==> config.mk <==
export PLATFORM = sky130hd
export DESIGN_NAME = cpu_alu_with_flags
export DESIGN_NICKNAME = d
export VERILOG_FILES = /design/src/calu_pkg.sv /design/src/cpu_alu_with_flags.sv /design/src/calu_exec.sv /design/src/calu_flags.sv
export SDC_FILE = /design/constraint.sdc
export NUM_CORES = 1
export LEC_CHECK = 0
export BUFFER_PORTS_ARGS = -buffer_cell sky130_fd_sc_hd__buf_2
export CAP_MARGIN = 20
export CORE_MARGIN = 2
export CORE_UTILIZATION = 55
export DETAILED_ROUTE_END_ITERATION = 7
export PLACE_DENSITY = 0.79
export SLEW_MARGIN = 20
export SYNTH_ARGS = -nofsm -noshare
export SYNTH_HDL_FRONTEND = slang
export SYNTH_SLANG_ARGS = --single-unit
==> constraint.sdc <==
create_clock -name clk -period 3.8 [get_ports clk]
set_input_delay 0.19 -clock clk [delete_from_list [all_inputs] [get_ports clk]]
set_output_delay 0.19 -clock clk [all_outputs]
set_load 0.01 [all_outputs]
==> src/calu_pkg.sv <==
package calu_pkg;

	typedef enum logic [4:0] {
		OP_ADD   = 5'd0,
		OP_ADC   = 5'd1,
		OP_SUB   = 5'd2,
		OP_SBC   = 5'd3,
		OP_AND   = 5'd4,
		OP_XOR   = 5'd5,
		OP_OR    = 5'd6,
		OP_CP    = 5'd7,
		OP_INC   = 5'd8,
		OP_DEC   = 5'd9,
		OP_RLC   = 5'd10,
		OP_RRC   = 5'd11,
		OP_RL    = 5'd12,
		OP_RR    = 5'd13,
		OP_SLA   = 5'd14,
		OP_SRA   = 5'd15,
		OP_SRL   = 5'd16,
		OP_SWAP  = 5'd17,
		OP_BIT   = 5'd18,
		OP_RES   = 5'd19,
		OP_SET   = 5'd20,
		OP_DAA   = 5'd21,
		OP_CPL   = 5'd22,
		OP_SCF   = 5'd23,
		OP_CCF   = 5'd24,
		OP_RLCA  = 5'd25,
		OP_RRCA  = 5'd26,
		OP_RLA   = 5'd27,
		OP_RRA   = 5'd28,
		OP_ADD16 = 5'd29,
		OP_INC16 = 5'd30,
		OP_DEC16 = 5'd31
	} op_t;

	localparam logic [7:0]  DAA_HI_LIMIT = 8'h99;
	localparam logic [3:0]  DAA_LO_LIMIT = 4'h9;
	localparam logic [7:0]  DAA_LO_CORR  = 8'h06;
	localparam logic [7:0]  DAA_HI_CORR  = 8'h60;
	localparam logic [3:0]  NIBBLE_MAX   = 4'hF;

	typedef struct packed {
		logic z;
		logic n;
		logic h;
		logic c;
	} flags_t;

	typedef struct packed {
		op_t         op;
		logic [15:0] a;
		logic [15:0] b;
		logic [2:0]  bit_index;
		flags_t      fl;
	} calu_in_t;

	typedef struct packed {
		op_t         op;
		flags_t      fl;
		logic [15:0] r;
		logic        h;
		logic        c;
		logic        z_alt;
	} calu_exec_t;

	typedef struct packed {
		logic [15:0] r;
		flags_t      fl;
	} calu_out_t;

endpackage

==> src/cpu_alu_with_flags.sv <==
// channel  | direction | handshake            | payload
// in       | input     | in_valid / in_ready  | operation, operand_a, operand_b, bit_index,
//          |           |                      | zero_in, subtract_in, half_in, carry_in
// out      | output    | out_valid / out_ready| result, zero_out, subtract_out, half_out,
//          |           |                      | carry_out
//
// three register stages: input capture, execute (adders, shifter, daa), flag and zero merge
// one beat per cycle sustained while out_ready stays high; out_valid rises once the beat
// has passed the input, execute and merge registers
// arst_n clears the stage valid bits only; no other state
// a stall on out_ready holds the output stage and backs up stage by stage; a bubble is filled
module cpu_alu_with_flags (
	input  logic        clk,
	input  logic        arst_n,
	input  logic        in_valid,
	output logic        in_ready,
	input  logic [4:0]  operation,
	input  logic [15:0] operand_a,
	input  logic [15:0] operand_b,
	input  logic [2:0]  bit_index,
	input  logic        zero_in,
	input  logic        subtract_in,
	input  logic        half_in,
	input  logic        carry_in,
	output logic        out_valid,
	input  logic        out_ready,
	output logic [15:0] result,
	output logic        zero_out,
	output logic        subtract_out,
	output logic        half_out,
	output logic        carry_out
);

	logic valid_s1, valid_s2, valid_s3;
	logic rdy_s2, rdy_s3;

	calu_pkg::calu_in_t   data_s1;
	calu_pkg::calu_exec_t data_s2;
	calu_pkg::calu_out_t  data_s3;
	calu_pkg::calu_exec_t ex_d;
	calu_pkg::calu_out_t  res_d;

	assign rdy_s3   = !valid_s3 || out_ready;
	assign rdy_s2   = !valid_s2 || rdy_s3;
	assign in_ready = !valid_s1 || rdy_s2;

	always_ff @(posedge clk or negedge arst_n) begin
		if (!arst_n) begin
			valid_s1 <= 1'b0;
			valid_s2 <= 1'b0;
			valid_s3 <= 1'b0;
		end else begin
			if (in_ready) valid_s1 <= in_valid;
			if (rdy_s2) valid_s2 <= valid_s1;
			if (rdy_s3) valid_s3 <= valid_s2;
		end
	end

	always_ff @(posedge clk) begin
		if (in_valid && in_ready) begin
			data_s1.op        <= calu_pkg::op_t'(operation);
			data_s1.a         <= operand_a;
			data_s1.b         <= operand_b;
			data_s1.bit_index <= bit_index;
			data_s1.fl        <= '{z: zero_in, n: subtract_in, h: half_in, c: carry_in};
		end
		if (valid_s1 && rdy_s2) data_s2 <= ex_d;
		if (valid_s2 && rdy_s3) data_s3 <= res_d;
	end

	calu_exec u_exec (
		.s1 (data_s1),
		.ex (ex_d)
	);

	calu_flags u_flags (
		.ex  (data_s2),
		.res (res_d)
	);

	assign out_valid    = valid_s3;
	assign result       = data_s3.r;
	assign zero_out     = data_s3.fl.z;
	assign subtract_out = data_s3.fl.n;
	assign half_out     = data_s3.fl.h;
	assign carry_out    = data_s3.fl.c;

endmodule

==> src/calu_exec.sv <==
module calu_exec (
	input  calu_pkg::calu_in_t   s1,
	output calu_pkg::calu_exec_t ex
);

	logic [7:0] a;
	logic [7:0] b;
	logic       k;
	logic [8:0] sum8;
	logic [4:0] sum4;
	logic [8:0] dif8;
	logic [4:0] dif4;
	logic [7:0] mask;
	logic       daa_lo;
	logic       daa_hi;
	logic [7:0] daa_corr;
	logic [16:0] sum16;
	logic [12:0] sum12;

	assign a = s1.a[7:0];
	assign b = s1.b[7:0];
	assign k = ((s1.op == calu_pkg::OP_ADC) || (s1.op == calu_pkg::OP_SBC)) ? s1.fl.c : 1'b0;
	assign sum8 = {1'b0, a} + {1'b0, b} + {8'd0, k};
	assign sum4 = {1'b0, a[3:0]} + {1'b0, b[3:0]} + {4'd0, k};
	assign dif8 = {1'b0, a} - {1'b0, b} - {8'd0, k};
	assign dif4 = {1'b0, a[3:0]} - {1'b0, b[3:0]} - {4'd0, k};
	assign mask = 8'b1 << s1.bit_index;
	assign sum16 = {1'b0, s1.a} + {1'b0, s1.b};
	assign sum12 = {1'b0, s1.a[11:0]} + {1'b0, s1.b[11:0]};

	always_comb begin
		if (!s1.fl.n) begin
			daa_lo = s1.fl.h || (a[3:0] > calu_pkg::DAA_LO_LIMIT);
			daa_hi = s1.fl.c || (a > calu_pkg::DAA_HI_LIMIT);
		end else begin
			daa_lo = s1.fl.h;
			daa_hi = s1.fl.c;
		end
		daa_corr = (daa_lo ? calu_pkg::DAA_LO_CORR : 8'h00) |
			(daa_hi ? calu_pkg::DAA_HI_CORR : 8'h00);
	end

	always_comb begin
		ex.op    = s1.op;
		ex.fl    = s1.fl;
		ex.r     = 16'h0000;
		ex.h     = 1'b0;
		ex.c     = s1.fl.c;
		ex.z_alt = 1'b0;
		case (s1.op)
			calu_pkg::OP_ADD, calu_pkg::OP_ADC: begin
				ex.r = {8'h00, sum8[7:0]};
				ex.h = sum4[4];
				ex.c = sum8[8];
			end
			calu_pkg::OP_SUB, calu_pkg::OP_SBC: begin
				ex.r = {8'h00, dif8[7:0]};
				ex.h = dif4[4];
				ex.c = dif8[8];
			end
			calu_pkg::OP_CP: begin
				ex.r     = s1.a;
				ex.h     = dif4[4];
				ex.c     = dif8[8];
				ex.z_alt = (dif8[7:0] == 8'h00);
			end
			calu_pkg::OP_AND: begin
				ex.r = {8'h00, a & b};
				ex.h = 1'b1;
				ex.c = 1'b0;
			end
			calu_pkg::OP_XOR: begin
				ex.r = {8'h00, a ^ b};
				ex.c = 1'b0;
			end
			calu_pkg::OP_OR: begin
				ex.r = {8'h00, a | b};
				ex.c = 1'b0;
			end
			calu_pkg::OP_INC: begin
				ex.r = {8'h00, a + 8'd1};
				ex.h = (a[3:0] == calu_pkg::NIBBLE_MAX);
			end
			calu_pkg::OP_DEC: begin
				ex.r = {8'h00, a - 8'd1};
				ex.h = (a[3:0] == 4'h0);
			end
			calu_pkg::OP_RLC, calu_pkg::OP_RLCA: begin
				ex.r = {8'h00, a[6:0], a[7]};
				ex.c = a[7];
			end
			calu_pkg::OP_RRC, calu_pkg::OP_RRCA: begin
				ex.r = {8'h00, a[0], a[7:1]};
				ex.c = a[0];
			end
			calu_pkg::OP_RL, calu_pkg::OP_RLA: begin
				ex.r = {8'h00, a[6:0], s1.fl.c};
				ex.c = a[7];
			end
			calu_pkg::OP_RR, calu_pkg::OP_RRA: begin
				ex.r = {8'h00, s1.fl.c, a[7:1]};
				ex.c = a[0];
			end
			calu_pkg::OP_SLA: begin
				ex.r = {8'h00, a[6:0], 1'b0};
				ex.c = a[7];
			end
			calu_pkg::OP_SRA: begin
				ex.r = {8'h00, a[7], a[7:1]};
				ex.c = a[0];
			end
			calu_pkg::OP_SRL: begin
				ex.r = {8'h00, 1'b0, a[7:1]};
				ex.c = a[0];
			end
			calu_pkg::OP_SWAP: begin
				ex.r = {8'h00, a[3:0], a[7:4]};
				ex.c = 1'b0;
			end
			calu_pkg::OP_BIT: begin
				ex.r     = s1.a;
				ex.h     = 1'b1;
				ex.z_alt = ((a & mask) == 8'h00);
			end
			calu_pkg::OP_RES: begin
				ex.r = {8'h00, a & ~mask};
				ex.h = s1.fl.h;
			end
			calu_pkg::OP_SET: begin
				ex.r = {8'h00, a | mask};
				ex.h = s1.fl.h;
			end
			calu_pkg::OP_DAA: begin
				ex.r = {8'h00, s1.fl.n ? (a - daa_corr) : (a + daa_corr)};
				ex.c = daa_hi;
			end
			calu_pkg::OP_CPL: begin
				ex.r = {8'h00, ~a};
				ex.h = 1'b1;
			end
			calu_pkg::OP_SCF: begin
				ex.r = s1.a;
				ex.c = 1'b1;
			end
			calu_pkg::OP_CCF: begin
				ex.r = s1.a;
				ex.c = ~s1.fl.c;
			end
			calu_pkg::OP_ADD16: begin
				ex.r = sum16[15:0];
				ex.h = sum12[12];
				ex.c = sum16[16];
			end
			calu_pkg::OP_INC16: begin
				ex.r = s1.a + 16'd1;
				ex.h = s1.fl.h;
			end
			calu_pkg::OP_DEC16: begin
				ex.r = s1.a - 16'd1;
				ex.h = s1.fl.h;
			end
			default: begin
				ex.r = s1.a;
				ex.h = s1.fl.h;
			end
		endcase
	end

endmodule

==> src/calu_flags.sv <==
module calu_flags (
	input  calu_pkg::calu_exec_t ex,
	output calu_pkg::calu_out_t  res
);

	logic r_zero;

	assign r_zero = (ex.r[7:0] == 8'h00);

	always_comb begin
		res.r    = ex.r;
		res.fl.h = ex.h;
		res.fl.c = ex.c;
		res.fl.n = 1'b0;
		res.fl.z = ex.fl.z;
		case (ex.op)
			calu_pkg::OP_ADD, calu_pkg::OP_ADC, calu_pkg::OP_AND, calu_pkg::OP_XOR,
			calu_pkg::OP_OR, calu_pkg::OP_INC, calu_pkg::OP_RLC, calu_pkg::OP_RRC,
			calu_pkg::OP_RL, calu_pkg::OP_RR, calu_pkg::OP_SLA, calu_pkg::OP_SRA,
			calu_pkg::OP_SRL, calu_pkg::OP_SWAP: begin
				res.fl.z = r_zero;
			end
			calu_pkg::OP_SUB, calu_pkg::OP_SBC, calu_pkg::OP_DEC: begin
				res.fl.n = 1'b1;
				res.fl.z = r_zero;
			end
			calu_pkg::OP_CP: begin
				res.fl.n = 1'b1;
				res.fl.z = ex.z_alt;
			end
			calu_pkg::OP_BIT: begin
				res.fl.z = ex.z_alt;
			end
			calu_pkg::OP_RES, calu_pkg::OP_SET, calu_pkg::OP_INC16,
			calu_pkg::OP_DEC16: begin
				res.fl.n = ex.fl.n;
			end
			calu_pkg::OP_DAA: begin
				res.fl.n = ex.fl.n;
				res.fl.z = r_zero;
			end
			calu_pkg::OP_CPL: begin
				res.fl.n = 1'b1;
			end
			calu_pkg::OP_RLCA, calu_pkg::OP_RRCA, calu_pkg::OP_RLA,
			calu_pkg::OP_RRA: begin
				res.fl.z = 1'b0;
			end
			calu_pkg::OP_SCF, calu_pkg::OP_CCF, calu_pkg::OP_ADD16: begin
				res.fl.n = 1'b0;
			end
			default: begin
				res.fl.n = ex.fl.n;
			end
		endcase
	end

endmodule

==> metrics, run 1 <==
status=finished, final reports clean; #FFs+latches synth=93; endpoint required time on the critical path=3940 ps; first-pass GRT wire length=35500 um; effective utilization at floorplan=55.9%; HPWL after detailed placement=17800 um; Worst R2R Path Depth=12; layout cell share with drive strength beyond 1=17.6%; Synth cell types=between 80 and 90; most area-consuming cells after synthesis=edfxtp_1 37%, ha_1 9.0%, a21oi_1 4.2%; switching power as a share of total power=between 30% and 40%; Bufs on Longest Clock Path=2; total nets after synthesis=868; routed length on met3=about 2400 um; crit path launch type=register; pin count of the biggest net entering global routing=45; worst reg2reg endpoint=data_s2[0]; drt total wl=23500 um; WL/cell=22.6 um; number of enable flip-flop cells after synthesis=90; final setup TNS=0 ps; number of remaining DRC errors=0; number of cells in the design after placement=approximately 1000; Overall Global Routing Usage=33.2%; DIE AREA=14300 sq um; fraction of the cycle the final worst path needs=92.6%; Synth Cell Area=7340 sq um; maximum fanout encountered on the critical timing path=7; post-route clock skew=10.8 ps; sequential area share after synthesis=a little under two fifths; TritonCTS buffer count=9; power share of the combinational group=28.2%; setup repair after global routing missed its margin=false; endpoint arrival time on the critical path=3660 ps; Switch Pwr=0.00105 W; worst hold-check path type=in2reg; maximum resistive drop on vdd=0.207 mV; total via count after detailed routing=about 6800; Setup crit start=data_s1[41]; die width=120 um; detailed-router iteration count before antenna repair=6; Final Critical Period=3520 ps; top flip-flop cell by instance count after synthesis=edfxtp_1; Peak Freq=0.284 GHz; Resize count post-CTS=0; Internal Dissipation=0.00215 W; average vias per placed instance=6.51; Reg power frac=41.8%; worst slew pin tran=roughly 960 ps; Mean Syn Cell Area=9.66 sq um; clock slew seen by the registers of the worst setup and hold paths=roughly 70 ps; maxcap violations=0; post-layout power=0.00320 W; post-layout utilization of the core=64.5%; area growth from synthesis to final layout=15.4%; worst reg2reg path startpoint=data_s1[41]; metal2 WL=approximately 11000 um; clock tree from TritonCTS=done; fraction of registers with async set or reset after synthesis=3.23%; Post-Layout Cell Count=1042; # IOs=70; highest metal layer with signal wires=met4; y dimension of the die=120 um; total power divided by cell area=377 nW/um^2; Hold Path Depth=1; core area=13100 sq um; relative contribution of the clock network to total power=30.0%; nets=969; wire length on met1=9320 um; final count of hold timing violations=0; Site Rows=42; area leader, netlist=edfxtp_1; Iteration-0 DRC Markers=791; Leak Pwr=3.40 nW; clk root buf=clkbuf_16; total non-filler cell area in the finished layout=8480 sq um; number of levels in the clock H-tree=3; relative max-transition margin=35.4%; GR Overflow Total=0; Antenna Cells=0; initial antenna violation count=0; share of the synthesized area in the top cell type=~37%; Final Slew Violations=0; Post-Syn Instances=760; capturing element of the worst setup path=data_s2[0]; Worst-Skew Late Latency=around 360 ps; Worst R2R Setup Slack=280 ps; number of buffers added on ports=69; post-route ant nets=0; via count of the first global-routing pass=~6400; instance area after placement=7920 sq um; GP Congestion=1.04; Synth warnings=0; endpoint kind of the worst setup timing path=register; clk sinks=93; worst setup path class=reg2reg; final setup violating endpoints=0
[worst max-delay path, cell delays in order (launching register included)]
cell and delay (ps):
edfxtp_1 500, buf_4 210, nor2_1 150, nand4b_1 170, fa_1 580, inv_1 60
ha_1 170, o21ai_0 180, a21oi_1 130, a211oi_2 190, xnor2_1 120, or4_1 520
o31ai_1 310
[layout make-up]
type | instances | area [sq um]
Fill cell | 1106 | 4660
Inverter | 40 | 155
Timing Repair Buffer | 129 | 846
Sequential cell | 93 | 2780
Clock buffer | 10 | 229
Tap cell | 176 | 220
Multi-Input combinational cell | 588 | 4170
Clock inverter | 6 | 77.6
[placed cells by master, fill, tap and decap left out, types with 4 or more instances in the layout]
cell           netlist  final
clkbuf_16            0      9
o211ai_1            11     11
xor2_1              19     19
o21ai_0             37     37
nor4_1               4      4
buf_2               11     69
or3_1                8      8
o22ai_1             11     11
nor3_1              16     16
nor2_1              43     43
a221oi_1             5      5
o21bai_1             4      4
nand3_1             21     21
a221o_1              8      8
nand2_1             56     56
nand2b_1            19     19
o221ai_1             6      6
a31oi_1             10     10
nand4_1              5      5
a32oi_1              4      4
o21ai_1             10     10
a21oi_1             62     62
a211oi_1            11     11
a22oi_1              9      9
nor2b_1             16     16
edfxtp_1            90     90
and2_1               7      6
fa_1                 7      7
o31ai_1              5      5
buf_4                1     40
a21o_1              13     13
xnor2_1             29     29
mux2i_1              7      7
dlygate4sd3_1        0     20
ha_1                53     53
inv_1               37     37
[through the flow]
step	hold slack [ps]	setup slack, ps
after detailed placement	-8.92	236
final	4.07	282
after global routing	-0.0788	64.2
after floorplan	-106	96.1
after global placement	-17.2	333
after CTS	0.232	230
[metal layers]
metal | up-vias | global-route usage, %
met5 | - | 0
met4 | 0 | 15.1
met3 | 78 | 6.99
li1 | 3063 | -
met2 | 446 | 52.8
met1 | 3199 | 43.9
[power groups by stage]
stage | clock (W) | sequential (W) | combinational (W)
3_5_place_dp | 0 | 0.00136 | 0.000851
5_1_grt | 0.00100 | 0.00135 | 0.000971
3_3_place_gp | 0 | 0.00135 | 0.000835
2_1_floorplan | 0 | 0.00133 | 0.000595
4_1_cts | 0.000959 | 0.00134 | 0.000865
6_report | 0.000959 | 0.00134 | 0.000902
[Yosys cell counts, types with 4 or more instances]
library cell   n
xor2_1        19
o21bai_1       4
xnor2_1       29
nand4_1        5
o211ai_1      11
a22oi_1        9
or3_1          8
nor3_1        16
a21o_1        13
nand2b_1      19
and2_1         7
a32oi_1        4
buf_2         11
nor2b_1       16
clkbuf_1      16
o221ai_1       6
o21ai_0       37
nand2_1       56
a21oi_1       62
nor4_1         4
nand3_1       21
o22ai_1       11
nor2_1        43
o31ai_1        5
fa_1           7
a31oi_1       10
a221oi_1       5
inv_1         37
edfxtp_1      90
mux2i_1        7
buf_6          9
a221o_1        8
a211oi_1      11
ha_1          53
o21ai_1       10
[how the worst min path moves through the flow]
| stage | from | to |
|---|---|---|
| global placement | arst_n | out_valid |
| CTS | operand_a[8] | data_s1[31] |
| detailed placement | arst_n | valid_s2 |
| floorplan | arst_n | out_valid |
| finish | half_in | data_s1[1] |
| global route | operand_b[5] | data_s1[12] |
[cells by family (layout without fill, tap and decap cells)]
group / count (synthesis) / in the layout / synth area share (%)
fa+ha+maj: 60 / 60 / 10.9
simple gates: 226 / 226 / 16.0
buf+inv: 79 / 185 / 5.40
xor+xnor: 48 / 48 / 5.73
compound gates: 244 / 244 / 22.7
flops: 93 / 93 / 37.8
mux: 10 / 10 / 1.41
[state kept, by name (all words and copies together) (netlist names)]
name and count:
data_s1 44, data_s2 26, result 16, carry_out 1, half_out 1, out_valid 1, subtract_out 1, valid_s1 1
valid_s2 1, zero_out 1
[what timing repair did]
| action | CTS | global route |
|---|---|---|
| setup endpoints to repair | 0 | 2 |
| hold buffers | 11 | 9 |
| endpoints found under the hold margin | 13 | 9 |
| buffers inserted | 0 | 7 |
(Power assumes the default switching activity.)
==> run 2: changes to the inputs <==
--- a/config.mk
+++ b/config.mk
@@ -10,7 +10,7 @@
 export CORE_MARGIN = 2
 export CORE_UTILIZATION = 55
 export DETAILED_ROUTE_END_ITERATION = 7
-export PLACE_DENSITY = 0.79
+export PLACE_DENSITY = 0.84
 export SLEW_MARGIN = 20
 export SYNTH_ARGS = -nofsm -noshare
 export SYNTH_HDL_FRONTEND = slang
==> metrics, run 2 (synthesis results as in run 1) <==
status=finished, final reports clean (unchanged); final setup violating endpoints=0 (unchanged); clk sinks=93 (unchanged); clock slew seen by the registers of the worst setup and hold paths=70 ps (about the same); die width=120 um (unchanged); GR Overflow Total=0 (unchanged); wire length on met1=8520 um (was 9320 um); Iteration-0 DRC Markers=694 (was 791); Overall Global Routing Usage=31.3% (was 33.2%); y dimension of the die=120 um (unchanged); Switch Pwr=0.00101 W (was 0.00105 W); maximum fanout encountered on the critical timing path=27 (was 7); clk root buf=clkbuf_16 (unchanged); detailed-router iteration count before antenna repair=7 (was 6); layout cell share with drive strength beyond 1=16.7% (was 17.6%); Worst R2R Setup Slack=220 ps (was 280 ps); metal2 WL=9900 um (was 10800 um); endpoint arrival time on the critical path=3680 ps (was 3660 ps); Peak Freq=0.279 GHz (was 0.284 GHz); nets=961 (was 969); setup repair after global routing missed its margin=false (unchanged); routed length on met3=2330 um (was 2410 um); worst setup path class=reg2reg (unchanged); relative max-transition margin=35.9% (was 35.4%); area of combinational cells with multiple inputs=4170 sq um (about the same); Reg power frac=42.3% (was 41.8%); initial antenna violation count=2 (was 0); power share of the combinational group=28.2% (about the same); pin count of the biggest net entering global routing=45 (unchanged); commonest non-fill, non-tap cells in the layout=90 x edfxtp_1, 69 x buf_2, 62 x a21oi_1 (unchanged); Worst-Skew Late Latency=370 ps (was 360 ps); Filler Cells Inserted=1075 (was 1106); worst reg2reg endpoint=data_s2[9] (was data_s2[0]); Internal Dissipation=0.00213 W (was 0.00215 W); Worst R2R Path Depth=13 (was 12); maxcap violations=0 (unchanged); Largest register FFs=44 (unchanged); Post-Route Hold Slack=2.04 ps (was 4.07 ps); Final Critical Period=3580 ps (was 3520 ps); core area=13100 sq um (unchanged); sequential cell area=2780 sq um (unchanged); worst setup margin=220 ps (was 282 ps); hold_sp=operand_a[13] (was half_in); GP Congestion=1.06 (was 1.04); area growth from synthesis to final layout=14.6% (was 15.4%); Site Rows=42 (unchanged); number of levels in the clock H-tree=3 (unchanged); end of the worst hold path=data_s1[36] (was data_s1[1]); WL/cell=20.9 um (was 22.6 um); average vias per placed instance=6.36 (was 6.51); endpoint required time on the critical path=3900 ps (was 3940 ps); relative contribution of the clock network to total power=29.5% (was 30.0%); commonest non-fill, non-tap cell in the layout=edfxtp_1 (unchanged); HPWL after detailed placement=16200 um (was 17800 um); DIE AREA=14300 sq um (unchanged); effective utilization at floorplan=55.9% (unchanged); post-placement setup slack=228 ps (was 236 ps); highest metal layer with signal wires=met5 (was met4); post-layout utilization of the core=64.1% (was 64.5%); # IOs=70 (unchanged); post-route clock skew=12.6 ps (was 10.8 ps); clock tree from TritonCTS=done (unchanged); number of remaining DRC errors=0 (unchanged); Antenna Cells=0 (unchanged); via count of the first global-routing pass=6294 (was 6426); Bufs on Longest Clock Path=2 (unchanged); post-route ant nets=0 (unchanged); number of buffers added on ports=69 (unchanged); final count of hold timing violations=0 (unchanged); worst slew pin tran=956 ps (was 963 ps); first-pass GRT wire length=33900 um (was 35500 um); worst hold-check path type=in2reg (unchanged); maximum resistive drop on vdd=0.230 mV (was 0.207 mV); final setup TNS=0 ps (unchanged); Final Slew Violations=0 (unchanged); Hold Path Depth=1 (unchanged); switching power as a share of total power=32.1% (was 32.9%); total via count after detailed routing=6572 (was 6786); worst reg2reg path startpoint=data_s1[41] (unchanged); Most flops, register=data_s1 (unchanged); TritonCTS buffer count=9 (unchanged); endpoint kind of the worst setup timing path=register (unchanged); drt total wl=21700 um (was 23500 um); fraction of the cycle the final worst path needs=94.2% (was 92.6%); crit path launch type=register (unchanged); total power divided by cell area=373 nW/um^2 (was 377 nW/um^2); Leak Pwr=3.36 nW (was 3.40 nW)
-- run 2: cell count changes in the layout (fill, tap and decap cells not counted), moves of 2 or more --
| cell | previous run | this run |
|---|---|---|
| inv_6 | 3 | 1 |
| buf_4 | 40 | 30 |
| clkinv_4 | 0 | 3 |
| dlygate4sd3_1 | 20 | 22 |
-- run 2: area by class of cell --
class                   instances  area share [%]
clock inverters                 6           0.862
flip-flops and latches         93            33.0
repair buffers                121            9.39
well taps                     176            2.62
inverters                      40            1.84
multi-input cells             588            49.6
clock buffers                  10            2.72
-- run 2: timing repair --
| action | in CTS | in global routing |
|---|---|---|
| buffers inserted | 0 | 0 |
| hold buffers | 22 | 0 |
| endpoints found under the setup margin | 0 | 1 |
| gates resized for setup | 0 | 1 |
| hold endpoints to repair | 24 | 0 |
-- run 2: worst max-delay path by stage --
| stage | startpoint | end | slack (ps) |
|---|---|---|---|
| 6_report | data_s1[41] | data_s2[9] | 220 |
| 5_1_grt | data_s1[41] | data_s2[9] | 20 |
| 4_1_cts | data_s1[41] | data_s2[9] | 200 |
| 3_5_place_dp | data_s1[41] | data_s2[9] | 230 |
| 3_3_place_gp | data_s1[41] | data_s2[9] | 260 |
| 2_1_floorplan | data_s1[42] | data_s2[15] | 100 |
-- run 2: layer usage --
| metal | track usage [%] | vias to the layer above |
|---|---|---|
| li1 | - | 3054 |
| met1 | 41.2 | 3059 |
| met2 | 48.9 | 381 |
| met3 | 6.70 | 76 |
| met4 | 15.7 | 2 |
| met5 | 0 | - |
-- run 2: power by group through the flow --
stage                     Combinational [W]  Clock, W  Sequential (W)
after floorplan                    0.000595         0         0.00133
after global placement             0.000826         0         0.00134
after detailed placement           0.000838         0         0.00135
after CTS                          0.000859  0.000934         0.00133
after global routing               0.000957  0.000970         0.00134
final                              0.000885  0.000924         0.00133
-- run 2: worst max-delay path, stage by stage, from the launching register on --
cell and delay, ps:
edfxtp_1 370, buf_4 230, nand2b_1 280, or3_1 490, o21ai_0 240, o21bai_1 210
ha_1 300, o21ai_1 200, o21bai_1 100, a21oi_1 170, xnor2_1 90, a22oi_1 290
o21ai_0 170, a2bb2oi_1 160
-- run 2: stage by stage --
stage	power, W	instances	instance area, sq um
after CTS	0.00312	1034	8410
after floorplan	0.00193	760	7340
after global placement	0.00217	996	7890
after global routing	0.00327	1034	8420
final	0.00314	1034	8420
after detailed placement	0.00219	996	7890
==> run 3: changes to the inputs <==
--- a/config.mk
+++ b/config.mk
@@ -10,7 +10,8 @@
 export CORE_MARGIN = 2
 export CORE_UTILIZATION = 55
 export DETAILED_ROUTE_END_ITERATION = 7
-export PLACE_DENSITY = 0.84
+export HOLD_SLACK_MARGIN = 0.05
+export PLACE_DENSITY = 0.78
 export SLEW_MARGIN = 20
 export SYNTH_ARGS = -nofsm -noshare
 export SYNTH_HDL_FRONTEND = slang
==> metrics, run 3 (synthesis results as in run 1) <==
Worst-Skew Late Latency=370 ps (about the same); Post-Route Hold Slack=128 ps (was 2.04 ps); area growth from synthesis to final layout=18.7% (was 14.6%); final setup TNS=0 ps (unchanged); commonest non-fill, non-tap cell in the layout=edfxtp_1 (unchanged); final setup violating endpoints=0 (unchanged); TritonCTS buffer count=9 (unchanged); clock tree from TritonCTS=done (unchanged); number of remaining DRC errors=0 (unchanged); Reg power frac=41.7% (was 42.3%); HPWL after detailed placement=18200 um (was 16200 um); post-route ant nets=0 (unchanged); y dimension of the die=120 um (unchanged); Switch Pwr=0.00110 W (was 0.00101 W); relative contribution of the clock network to total power=28.9% (was 29.5%); worst setup path class=reg2reg (unchanged); switching power as a share of total power=34.3% (was 32.1%); GP Congestion=1.07 (was 1.06); DIE AREA=14300 sq um (unchanged); via count of the first global-routing pass=6550 (was 6294); endpoint required time on the critical path=3880 ps (was 3900 ps); maximum resistive drop on vdd=0.267 mV (was 0.230 mV); initial antenna violation count=0 (was 2); total via count after detailed routing=6813 (was 6572); fraction of the cycle the final worst path needs=94.1% (was 94.2%); Overall Global Routing Usage=35.1% (was 31.3%); hold_sp=out_ready (was operand_a[13]); Setup crit start=data_s1[43] (was data_s1[41]); crit path launch type=register (unchanged); final count of hold timing violations=0 (unchanged); Final Slew Violations=0 (unchanged); Leak Pwr=3.50 nW (was 3.36 nW); post-route clock skew=18.0 ps (was 12.6 ps); die width=120 um (unchanged); Largest register FFs=44 (unchanged); number of buffers added on ports=69 (unchanged); worst reg2reg path startpoint=data_s1[43] (was data_s1[41]); Resize count post-CTS=0 (unchanged); effective utilization at floorplan=55.9% (unchanged); endpoint arrival time on the critical path=3660 ps (was 3680 ps); Final Critical Period=3570 ps (was 3580 ps); setup repair after global routing missed its margin=false (unchanged); Site Rows=42 (unchanged); average vias per placed instance=6.39 (was 6.36); Peak Freq=0.280 GHz (was 0.279 GHz); layout cell share with drive strength beyond 1=17.0% (was 16.7%); nets=993 (was 961); core area=13100 sq um (unchanged); relative max-transition margin=34.5% (was 35.9%); clock slew seen by the registers of the worst setup and hold paths=70 ps (about the same); clk sinks=93 (unchanged); Iteration-0 DRC Markers=886 (was 694); clk root buf=clkbuf_16 (unchanged); Most flops, register=data_s1 (unchanged); drt total wl=24600 um (was 21700 um); total power divided by cell area=368 nW/um^2 (was 373 nW/um^2); WL/cell=23.1 um (was 20.9 um); endpoint kind of the worst setup timing path=register (unchanged); Antenna Cells=0 (unchanged); first-pass GRT wire length=37500 um (was 33900 um); GR Overflow Total=0 (unchanged); worst hold-check path type=in2reg (unchanged); pin count of the biggest net entering global routing=45 (unchanged); maxcap violations=0 (unchanged); power share of the combinational group=29.4% (was 28.2%); Internal Dissipation=0.00211 W (was 0.00213 W); worst slew pin tran=976 ps (was 956 ps); Bufs on Longest Clock Path=2 (unchanged); commonest non-fill, non-tap cells in the layout=90 x edfxtp_1, 69 x buf_2, 62 x a21oi_1 (unchanged); detailed-router iteration count before antenna repair=6 (was 7); status=finished, final reports clean (unchanged); maximum fanout encountered on the critical timing path=13 (was 27); # IOs=70 (unchanged); number of levels in the clock H-tree=3 (unchanged)
-- run 3: changes by cell type in the layout (fill, tap and decap cells not counted), sizes merged --
cell         delta
clkinv          -2
clkinvlp        +1
bufinv          -1
dlygate4sd3    +24
clkbuf          -1
buf             +8
inv             +3
-- run 3: layer usage --
metal | global-route usage (%) | up-vias | part of all wire, %
li1 | - | 3121 | -
met1 | 48.6 | 3217 | 42
met2 | 55.8 | 405 | 46
met3 | 6.08 | 70 | 9.1
met4 | 12.2 | 0 | 3.0
met5 | 0 | - | 0
-- run 3: worst paths after layout --
kind | cells past startpoint | slack, ps | to
worst max register to register | 13 | 230 | data_s2[16]
max in group asynchronous | 2 | 3550 | out_valid
min in group asynchronous | 2 | 140 | valid_s1
worst min-delay path | 3 | 130 | out_valid
worst min register to register | 0 | 420 | result[13]
worst max-delay path | 13 | 230 | data_s2[16]
-- run 3: layout make-up --
cell class	count	area (sq um)
well taps	176	220
flip-flops and latches	93	2780
multi-input cells	588	4170
clock buffers	9	225
clock inverters	7	75.1
inverters	40	155
repair buffers	153	1090
fillers	1044	4420
-- run 3: repair_timing --
action,in CTS,in global routing
setup endpoints to repair,0,1
hold buffers,46,0
buffers inserted,0,2
hold endpoints to repair,48,0
-- run 3: power groups by stage --
stage	clock [W]	sequential, W	combinational, W
after floorplan	0	0.00133	0.000595
after CTS	0.000931	0.00134	0.000910
after detailed placement	0	0.00136	0.000866
after global placement	0	0.00135	0.000858
after global routing	0.000969	0.00134	0.00101
final	0.000927	0.00134	0.000944
-- run 3: stage by stage --
step	worst slack, ps	area, sq um	power, W	utilization [%]	cells
6_report	226	8710	0.00321	66.3	1066
5_1_grt	23.3	8710	0.00333	66.3	1066
4_1_cts	328	8700	0.00318	66.2	1064
3_5_place_dp	355	7940	0.00222	60.4	1002
3_3_place_gp	366	7940	0.00221	60.4	1002
2_1_floorplan	96.1	7340	0.00193	-	760
-- run 3: worst max-delay path, cell delays in order (launching register included) --
cell and delay, ps:
edfxtp_1 390, and3_1 310, nand2_1 110, nor2_1 280, buf_4 180, buf_4 200, ha_1 150, a21oi_1 100
o211ai_1 350, nand3_1 200, o31ai_1 370, xnor2_1 200, a221oi_1 310, o21ai_1 130
